**src/hdl/bas_pkg.sv**
```systemverilog
// Shared widths, ring entry type and saturation helper of the altitude and speed estimator.
package bas_pkg;

   localparam int ALT_W   = 24;
   localparam int TIME_W  = 32;
   localparam int REL_W   = ALT_W + 1;
   localparam int DH_W    = REL_W + 1;
   localparam int PROD_W  = DH_W + 11;
   localparam int MAG_W   = PROD_W - 1;
   localparam int OUT_W   = 24;

   localparam logic signed [10:0] SPEED_SCALE = 11'sd1000;
   localparam logic [OUT_W-1:0] OUT_POS_MAX = 24'h7FFFFF;
   localparam logic [OUT_W-1:0] OUT_NEG_MIN = 24'h800000;

   typedef struct packed {
      logic signed [REL_W-1:0] alt_rel;
      logic [TIME_W-1:0]       stamp;
   } ring_entry_type;

   function automatic logic [OUT_W-1:0] sat_mag(input logic [MAG_W-1:0] mag, input logic neg);
      logic [MAG_W-1:0] neg_mag;
      logic [OUT_W-1:0] res;
      neg_mag = -mag;
      if (!neg && mag > {{(MAG_W-OUT_W){1'b0}}, OUT_POS_MAX}) begin
         res = OUT_POS_MAX;
      end else if (neg && mag > {{(MAG_W-OUT_W){1'b0}}, OUT_NEG_MIN}) begin
         res = OUT_NEG_MIN;
      end else if (neg) begin
         res = neg_mag[OUT_W-1:0];
      end else begin
         res = mag[OUT_W-1:0];
      end
      return res;
   endfunction

endpackage

```
**src/hdl/bas_ring_mem.sv**
```systemverilog
// Sample ring memory: one write port, two registered read ports, per-entry valid bits.
module bas_ring_mem #(
   parameter int DEPTH = 8,
   parameter int AW    = 3
) (
   input  logic                    clock,
   input  logic                    reset,
   input  logic                    wr_en,
   input  logic [AW-1:0]           wr_addr,
   input  bas_pkg::ring_entry_type wr_data,
   input  logic [AW-1:0]           rd_addr_a,
   input  logic [AW-1:0]           rd_addr_b,
   output bas_pkg::ring_entry_type rd_data_a,
   output bas_pkg::ring_entry_type rd_data_b
);
   import bas_pkg::*;

   ring_entry_type mem_ff [DEPTH];
   logic [DEPTH-1:0] valid_ff;
   ring_entry_type rd_a_ff;
   ring_entry_type rd_b_ff;
   logic rdv_a_ff;
   logic rdv_b_ff;

   always_ff @(posedge clock) begin
      if (wr_en) begin
         mem_ff[wr_addr] <= wr_data;
      end
      rd_a_ff <= mem_ff[rd_addr_a];
      rd_b_ff <= mem_ff[rd_addr_b];
   end

   always_ff @(posedge clock) begin
      if (reset) begin
         valid_ff <= '0;
         rdv_a_ff <= 1'b0;
         rdv_b_ff <= 1'b0;
      end else begin
         if (wr_en) begin
            valid_ff[wr_addr] <= 1'b1;
         end
         rdv_a_ff <= valid_ff[rd_addr_a];
         rdv_b_ff <= valid_ff[rd_addr_b];
      end
   end

   assign rd_data_a = rdv_a_ff ? rd_a_ff : '0;
   assign rd_data_b = rdv_b_ff ? rd_b_ff : '0;

endmodule

```
**src/hdl/bas_divider.sv**
```systemverilog
// Unsigned restoring divider, one quotient bit per cycle.
module bas_divider #(
   parameter int NUM_W = 36,
   parameter int DEN_W = 32
) (
   input  logic             clock,
   input  logic             reset,
   input  logic             start,
   input  logic [NUM_W-1:0] num,
   input  logic [DEN_W-1:0] den,
   output logic             busy,
   output logic [NUM_W-1:0] quo
);
   localparam int CW = $clog2(NUM_W + 1);

   logic             busy_ff;
   logic [CW-1:0]    cnt_ff;
   logic [NUM_W-1:0] quo_ff;
   logic [DEN_W-1:0] rem_ff;
   logic [DEN_W-1:0] den_ff;
   logic [DEN_W:0]   rem_shift;
   logic [DEN_W:0]   diff;
   logic [DEN_W-1:0] rem_in;
   logic [NUM_W-1:0] quo_in;

   always_comb begin
      rem_shift = {rem_ff, quo_ff[NUM_W-1]};
      diff      = rem_shift - {1'b0, den_ff};
      rem_in    = diff[DEN_W] ? rem_shift[DEN_W-1:0] : diff[DEN_W-1:0];
      quo_in    = {quo_ff[NUM_W-2:0], ~diff[DEN_W]};
   end

   always_ff @(posedge clock) begin
      if (reset) begin
         busy_ff <= 1'b0;
         cnt_ff  <= '0;
      end else if (start) begin
         busy_ff <= 1'b1;
         cnt_ff  <= CW'(NUM_W);
      end else if (busy_ff) begin
         cnt_ff <= cnt_ff - 1'b1;
         if (cnt_ff == CW'(1)) begin
            busy_ff <= 1'b0;
         end
      end
   end

   always_ff @(posedge clock) begin
      if (start) begin
         quo_ff <= num;
         rem_ff <= '0;
         den_ff <= den;
      end else if (busy_ff) begin
         quo_ff <= quo_in;
         rem_ff <= rem_in;
      end
   end

   assign busy = busy_ff;
   assign quo  = quo_ff;

endmodule

```
**src/hdl/baro_altitude_speed_estimator_unit.sv**
```systemverilog
// Barometric altitude mean and vertical speed estimator, top level.
// Usage:
//   req channel: one word per barometer sample (altitude in cm, timestamp in ms).
//   rsp channel: one word per sample with the ring mean altitude and the
//     vertical speed, tuser flags a valid speed (time advanced since the oldest entry).
//   csr channel: writes the ground altitude, always ready; write only while idle.
// Each sample is read, updated and written back in a ring memory of DEPTH
// entries, then a bit-serial divider forms the speed (product over elapsed
// time) while a short reciprocal-multiply pipe forms the mean by DEPTH.
// A sample passes the read, multiply, divider start and divide states before
// its result is loaded into the result register; the speed divider sets how
// long the divide state lasts. req_tready is high only between samples, so a
// new sample waits until the last result is loaded, also behind a stall.
// The result register holds a finished word while rsp_tready is low, and
// the next sample may be accepted meanwhile; its result waits until the
// register is free. Reset empties the ring (all entries read as zero), sets
// the write slot and running sum to zero and clears the ground altitude.
module baro_altitude_speed_estimator_unit #(
   parameter int DEPTH = 8
) (
   input  logic        clock,
   input  logic        reset,
   input  logic        req_tvalid,
   output logic        req_tready,
   input  logic [55:0] req_tdata,  // [23:0] altitude_cm, [55:24] timestamp_ms
   output logic        rsp_tvalid,
   input  logic        rsp_tready,
   output logic [47:0] rsp_tdata,  // [23:0] mean_altitude_cm, [47:24] vertical_speed_cm_s
   output logic        rsp_tuser,  // [0] speed_valid
   input  logic        csr_valid,
   output logic        csr_ready,
   input  logic [23:0] csr_data
);
   import bas_pkg::*;

   localparam int AW    = $clog2(DEPTH);
   localparam int SUM_W = REL_W + $clog2(DEPTH);
   localparam logic [SUM_W-1:0] MEAN_RECIP = SUM_W'((64'd1 << SUM_W) / DEPTH);

   localparam logic [2:0] S_IDLE  = 3'd0;
   localparam logic [2:0] S_READ  = 3'd1;
   localparam logic [2:0] S_MUL   = 3'd2;
   localparam logic [2:0] S_START = 3'd3;
   localparam logic [2:0] S_DIV   = 3'd4;
   localparam logic [2:0] S_OUT   = 3'd5;

   logic [2:0]               state_ff;
   logic [2:0]               state_in;
   logic [ALT_W-1:0]         ground_ff;
   logic [AW-1:0]            wp_ff;
   logic [AW-1:0]            wp_next;
   logic signed [SUM_W-1:0]  sum_ff;
   logic signed [SUM_W-1:0]  sum_in;
   logic signed [REL_W-1:0]  rel_ff;
   logic signed [REL_W-1:0]  rel_in;
   logic [TIME_W-1:0]        t_ff;
   logic signed [DH_W-1:0]   dh_ff;
   logic [TIME_W-1:0]        dt_ff;
   logic                     dtv_ff;
   logic signed [PROD_W-1:0] prod_ff;
   logic signed [PROD_W-1:0] prod_abs;
   logic [SUM_W-1:0]         sum_abs;
   logic                     prod_neg;
   logic                     sum_neg;
   ring_entry_type           slot_old;
   ring_entry_type           oldest;
   ring_entry_type           wr_entry;
   logic                     div_start;
   logic                     spd_busy;
   logic [MAG_W-1:0]         spd_quo;
   logic [2*SUM_W-1:0]       mean_prod_ff;
   logic [SUM_W-1:0]         mean_est_ff;
   logic [SUM_W-1:0]         mean_back_ff;
   logic [SUM_W-1:0]         mean_rem;
   logic [SUM_W-1:0]         mean_quo_ff;
   logic                     rsp_load;
   logic                     rsp_tvalid_ff;
   logic [47:0]              rsp_tdata_ff;
   logic                     rsp_tuser_ff;
   logic [OUT_W-1:0]         mean_sat;
   logic [OUT_W-1:0]         spd_sat;

   assign wp_next  = (wp_ff == AW'(DEPTH - 1)) ? '0 : wp_ff + 1'b1;
   assign wr_entry = '{alt_rel: rel_ff, stamp: t_ff};

   bas_ring_mem #(
      .DEPTH(DEPTH),
      .AW   (AW)
   ) u_ring (
      .clock    (clock),
      .reset    (reset),
      .wr_en    (state_ff == S_READ),
      .wr_addr  (wp_ff),
      .wr_data  (wr_entry),
      .rd_addr_a(wp_ff),
      .rd_addr_b(wp_next),
      .rd_data_a(slot_old),
      .rd_data_b(oldest)
   );

   assign rel_in = {req_tdata[ALT_W-1], req_tdata[ALT_W-1:0]} - {ground_ff[ALT_W-1], ground_ff};
   assign sum_in = sum_ff
                 - {{(SUM_W-REL_W){slot_old.alt_rel[REL_W-1]}}, slot_old.alt_rel}
                 + {{(SUM_W-REL_W){rel_ff[REL_W-1]}}, rel_ff};

   assign prod_neg  = prod_ff[PROD_W-1];
   assign sum_neg   = sum_ff[SUM_W-1];
   assign prod_abs  = prod_neg ? -prod_ff : prod_ff;
   assign sum_abs   = sum_neg ? -sum_ff : sum_ff;
   assign div_start = (state_ff == S_START);

   bas_divider #(
      .NUM_W(MAG_W),
      .DEN_W(TIME_W)
   ) u_spd_div (
      .clock(clock),
      .reset(reset),
      .start(div_start),
      .num  (prod_abs[MAG_W-1:0]),
      .den  (dt_ff),
      .busy (spd_busy),
      .quo  (spd_quo)
   );

   // estimate, back-multiply, then correct the quotient by at most one
   assign mean_rem = sum_abs - mean_back_ff;

   always_ff @(posedge clock) begin
      mean_prod_ff <= sum_abs * MEAN_RECIP;
      mean_est_ff  <= mean_prod_ff[2*SUM_W-1:SUM_W];
      mean_back_ff <= mean_est_ff * SUM_W'(DEPTH);
      mean_quo_ff  <= (mean_rem >= SUM_W'(DEPTH)) ? mean_est_ff + 1'b1 : mean_est_ff;
   end

   assign mean_sat = sat_mag({{(MAG_W-SUM_W){1'b0}}, mean_quo_ff}, sum_neg);
   assign spd_sat  = dtv_ff ? sat_mag(spd_quo, prod_neg) : '0;
   assign rsp_load = (state_ff == S_OUT) && (!rsp_tvalid_ff || rsp_tready);

   always_comb begin
      state_in = state_ff;
      case (state_ff)
         S_IDLE: begin
            if (req_tvalid) begin
               state_in = S_READ;
            end
         end
         S_READ:  state_in = S_MUL;
         S_MUL:   state_in = S_START;
         S_START: state_in = S_DIV;
         S_DIV: begin
            if (!spd_busy) begin
               state_in = S_OUT;
            end
         end
         S_OUT: begin
            if (rsp_load) begin
               state_in = S_IDLE;
            end
         end
         default: state_in = S_IDLE;
      endcase
   end

   always_ff @(posedge clock) begin
      if (reset) begin
         state_ff      <= S_IDLE;
         ground_ff     <= '0;
         wp_ff         <= '0;
         sum_ff        <= '0;
         rsp_tvalid_ff <= 1'b0;
      end else begin
         state_ff <= state_in;
         if (csr_valid) begin
            ground_ff <= csr_data;
         end
         if (state_ff == S_READ) begin
            wp_ff  <= wp_next;
            sum_ff <= sum_in;
         end
         if (rsp_load) begin
            rsp_tvalid_ff <= 1'b1;
         end else if (rsp_tready) begin
            rsp_tvalid_ff <= 1'b0;
         end
      end
   end

   always_ff @(posedge clock) begin
      if (state_ff == S_IDLE && req_tvalid) begin
         rel_ff <= rel_in;
         t_ff   <= req_tdata[ALT_W+TIME_W-1:ALT_W];
      end
      if (state_ff == S_READ) begin
         dh_ff  <= {rel_ff[REL_W-1], rel_ff} - {oldest.alt_rel[REL_W-1], oldest.alt_rel};
         dt_ff  <= t_ff - oldest.stamp;
         dtv_ff <= t_ff > oldest.stamp;
      end
      if (state_ff == S_MUL) begin
         prod_ff <= dh_ff * SPEED_SCALE;
      end
      if (rsp_load) begin
         rsp_tdata_ff <= {spd_sat, mean_sat};
         rsp_tuser_ff <= dtv_ff;
      end
   end

   assign req_tready = (state_ff == S_IDLE);
   assign rsp_tvalid = rsp_tvalid_ff;
   assign rsp_tdata  = rsp_tdata_ff;
   assign rsp_tuser  = rsp_tuser_ff;
   assign csr_ready  = 1'b1;

endmodule
```
**config.mk**
```make
export PLATFORM = sky130hd
export DESIGN_NAME = baro_altitude_speed_estimator_unit
export DESIGN_NICKNAME = d
export VERILOG_FILES = /design/src/hdl/bas_pkg.sv /design/src/hdl/bas_ring_mem.sv /design/src/hdl/bas_divider.sv /design/src/hdl/baro_altitude_speed_estimator_unit.sv
export SDC_FILE = /design/constraint.sdc
export NUM_CORES = 2
export LEC_CHECK = 0
export ABC_AREA = 1
export BUFFER_PORTS_ARGS = -buffer_cell sky130_fd_sc_hd__buf_2
export CORE_AREA = 8 8 377 379
export DETAILED_ROUTE_END_ITERATION = 7
export DIE_AREA = 0 0 385 387
export PLACE_DENSITY = 0.53
export SYNTH_ARGS = -nofsm -noshare
export SYNTH_HDL_FRONTEND = slang
export SYNTH_SLANG_ARGS = --single-unit
```
**constraint.sdc**
```tcl
create_clock -name clock -period 13.3 [get_ports clock]
set_input_delay 2.66 -clock clock [delete_from_list [all_inputs] [get_ports clock]]
set_output_delay 2.66 -clock clock [all_outputs]
set_load 0.01 [all_outputs]
```
==> flow_metrics.env <==
export IMPL_crit_chain="inv_1 -> fa_1 -> fa_1 -> inv_1 -> fa_1 -> fa_1 -> ha_1 -> nand2_1 -> o21ai_0 -> a21oi_1 -> o21ai_0 -> a21oi_1 -> o21ai_0 -> nand2_1 -> nand2_1 -> xor2_1"
export IMPL_gr_max_usage_layer="met2"
export IMPL_grt_pass1_wl_um=225000
export IMPL_yosysMostFrequentCell="nand2_1"
export IMPL_clk_path_buf_depth=3
export IMPL_synth_cell_types=59
export IMPL_nFillCells=13100
export IMPL_pre_cts_slack_ps=8040
export IMPL_synth_top_cell_by_area="edfxtp_1"
export IMPL_p_total_mw=18.2
export IMPL_start_util_pct=39.6
export IMPL_slowest_stage="fa_1"
export IMPL_final_cell_area_sq_um=60500
export IMPL_ant_nets=0
export IMPL_place_inst=7437
export IMPL_cpPeakStageDelay_ps=500
export IMPL_die_h_um=387
export IMPL_die_w_um=385
export IMPL_post_cts_buffers=0
export IMPL_synth_area_leaders="edfxtp_1 (40%), dfxtp_1 (11%), nand2_1 (7.5%), ha_1 (6.1%), inv_1 (5.2%)"
export IMPL_worstSkewPairLatency_ps=760
export IMPL_hp_class="flip-flop to flip-flop"
export IMPL_drcViolationCount=0
export IMPL_setup_viol=0
export IMPL_switchingPower_mw=8.15
export IMPL_power_density_nw_per_um2=301
export IMPL_syn2layout_area_growth_pct=12.1
export IMPL_grtUsageMet3_pct=2.86
export IMPL_power_share_switching_pct=44.7
export IMPL_finalWorstSetupSlack_ps=8470
export IMPL_antenna_cells=0
export IMPL_cp_start_kind="flip-flop"
export IMPL_combinationalPowerShare_pct=55.8
export IMPL_io_buffers=135
export IMPL_slew_headroom_pct=16.4
export IMPL_nets=6239
export IMPL_grt_max_degree=159
export IMPL_cts_tree="yes"
export IMPL_avgViaCountPerCell=5.18
export IMPL_grtUsageMet1_pct=26.9
export IMPL_p_int_mw=10.1
export IMPL_critPathCaptureType="flip-flop"
export IMPL_cts_sinks=1014
export IMPL_vias=39600
export IMPL_synthesis_instances=5643
export IMPL_syn_num_nets=6125
export IMPL_grt_pass1_vias=39000
export IMPL_grt_antenna_before_repair=3
export IMPL_first_pass_iters=6
export IMPL_die_area_sq_um=149000
export IMPL_cp_required_ps=13730
export IMPL_arrival_ps=5270
export IMPL_fmax_mhz=207
export IMPL_gp_congestion=0.882
export IMPL_synth_edff_count=723
export IMPL_status="complete, no violations"
export IMPL_hold_violations=0
export IMPL_cts_made_buffers=112
export IMPL_drv_cap=0
export IMPL_clockRootBuffer="clkbuf_16"
export IMPL_async_flop_share_pct=0
export IMPL_rsz0062_at_grt="no"
export IMPL_grt_overflow_total=0
export IMPL_ios=137
export IMPL_setup_tns_ps=0
export IMPL_clk_pin_slew_ps=60
export IMPL_netlist_area_sq_um=54000
export IMPL_place_area_sq_um=56700
export IMPL_dp_hpwl_um=98900
export IMPL_use_met2_pct=30.2
export IMPL_cpMostUsedCell="fa_1"
export IMPL_final_cells=7651
export IMPL_drtIter0Drc=2876
export IMPL_drt_wl_total_um=145000
export IMPL_fin_util_pct=44.4
export IMPL_synth_common_cells="nand2_1 (1,075), inv_1 (753), edfxtp_1 (723), a21oi_1 (402), nor2_1 (373)"
export IMPL_yosysWarnings=0
export IMPL_fin_crit_sh_pct=36.3
export IMPL_avgRoutedWirePerCell_um=18.9
export IMPL_core_area_sq_um=136000
export IMPL_tightest_slew_ps=1250
export IMPL_power_frac_seq_pct=27.1
export IMPL_gr_usage_all_layers_pct=19.0
export IMPL_rows=136
export IMPL_synth_ff_type="edfxtp_1"
export IMPL_syn_area_per_cell_sq_um=9.56
export IMPL_p_clk_share_pct=17.1
export IMPL_skew_ps=66.6
export IMPL_worst_hold_slack_ps=324
export IMPL_leakagePower_nw=24.6
export IMPL_worstPathMaxFanout=4
export IMPL_drive_gt1_share_pct=7.15
export IMPL_ys_ff_latch=1014
export IMPL_postCtsHoldBufs=0
export IMPL_worst_ir_drop_vdd_uv=374
export IMPL_critical_path_class="flip-flop to flip-flop"
export IMPL_synth_seq_area_share_pct=51.0
export IMPL_slew_viol_final=0
export IMPL_htreeDepth=3
export IMPL_fin_crit_ps=4830
export IMPL_yosysTopAreaCellShare_pct=40.2
export IMPL_ctsResizeCount=0
[final timing paths]
path | start | to | slack (ps) | cells past startpoint
worst max-delay path | dh_ff[7] | prod_ff[33] | 8470 | 16
worst min-delay path | mean_prod_ff[28] | mean_est_ff[0] | 320 | 0
worst max register to register | dh_ff[7] | prod_ff[33] | 8470 | 16
worst min register to register | mean_prod_ff[28] | mean_est_ff[0] | 320 | 0
[power groups by stage]
stage                     sequential [mW]  combinational, mW  clock, mW
after floorplan                      4.79               7.78          0
after global placement               4.98               10.1          0
after detailed placement             4.99               10.2          0
after CTS                            4.93               10.3       3.21
after global routing                 4.99               11.7       3.34
final                                4.93               10.2       3.12
[flip-flops by register name, indices dropped and copies added, names as in the netlist, 3 cells and up]
register and count:
dh_ff 26, dt_ff 32, ground_ff 24, mean_back_ff 25, mean_est_ff 25, mean_prod_ff 25
mean_quo_ff 26, prod_ff 34, rel_ff 25, rsp_tdata 48, state_ff 3, sum_ff 28
t_ff 32, u_ring.mem_ff 456, u_ring.rd_a_ff 25, u_ring.rd_b_ff 57, u_ring.valid_ff 8, u_spd_div.cnt_ff 6
u_spd_div.den_ff 32, u_spd_div.quo 36, u_spd_div.rem_ff 32, wp_ff 3
[metal layers]
layer,up-vias,share of wire (%)
met1,18800,47
met3,201,5.3
met4,2,2.4
met2,991,45
met5,-,0.0048
li1,19600,-
[worst max-delay path, delay by kind of cell, from the launching register on]
kind	cells	cell delay, ps
AO/OA/AOI/OAI	5	1200
XOR/XNOR	1	70
adder cells (fa/ha/maj)	5	2310
buffers and inverters	2	250
flip-flops	1	480
AND/OR/NAND/NOR	3	260
[placed cells by master, fill, tap and decap left out, types with 103 or more instances in the layout]
master,count
nand3_1,277
nand2_1,1075
xor2_1,157
clkbuf_16,114
inv_1,751
o21ai_0,288
a21oi_1,402
buf_2,135
nor2_1,361
o221ai_1,103
edfxtp_1,723
fa_1,132
ha_1,264
dfxtp_1,289
[cells by family (layout without fill, tap and decap cells)]
logic type	Yosys count	in the layout	synth area share, %
xor gates and xnor gates	252	252	4.09
adders and majority gates	397	397	11.0
DFF	1014	1014	51.0
AOI/OAI and AO/OA	1075	1075	11.9
and+or+nand+nor	1958	1958	15.3
other	1	1	0.00695
buffers and inverters	946	1160	6.66
[final cells by class]
class,instances,area (sq um),area share [%]
Multi-Input combinational cell,3683,23000,38.0
Clock buffer,151,3060,5.06
Clock inverter,63,718,1.19
Tap cell,1794,2240,3.71
Inverter,763,2870,4.75
Timing Repair Buffer,183,1050,1.73
Sequential cell,1014,27500,45.5
No activity file was read; power rests on OpenSTA's default activity.
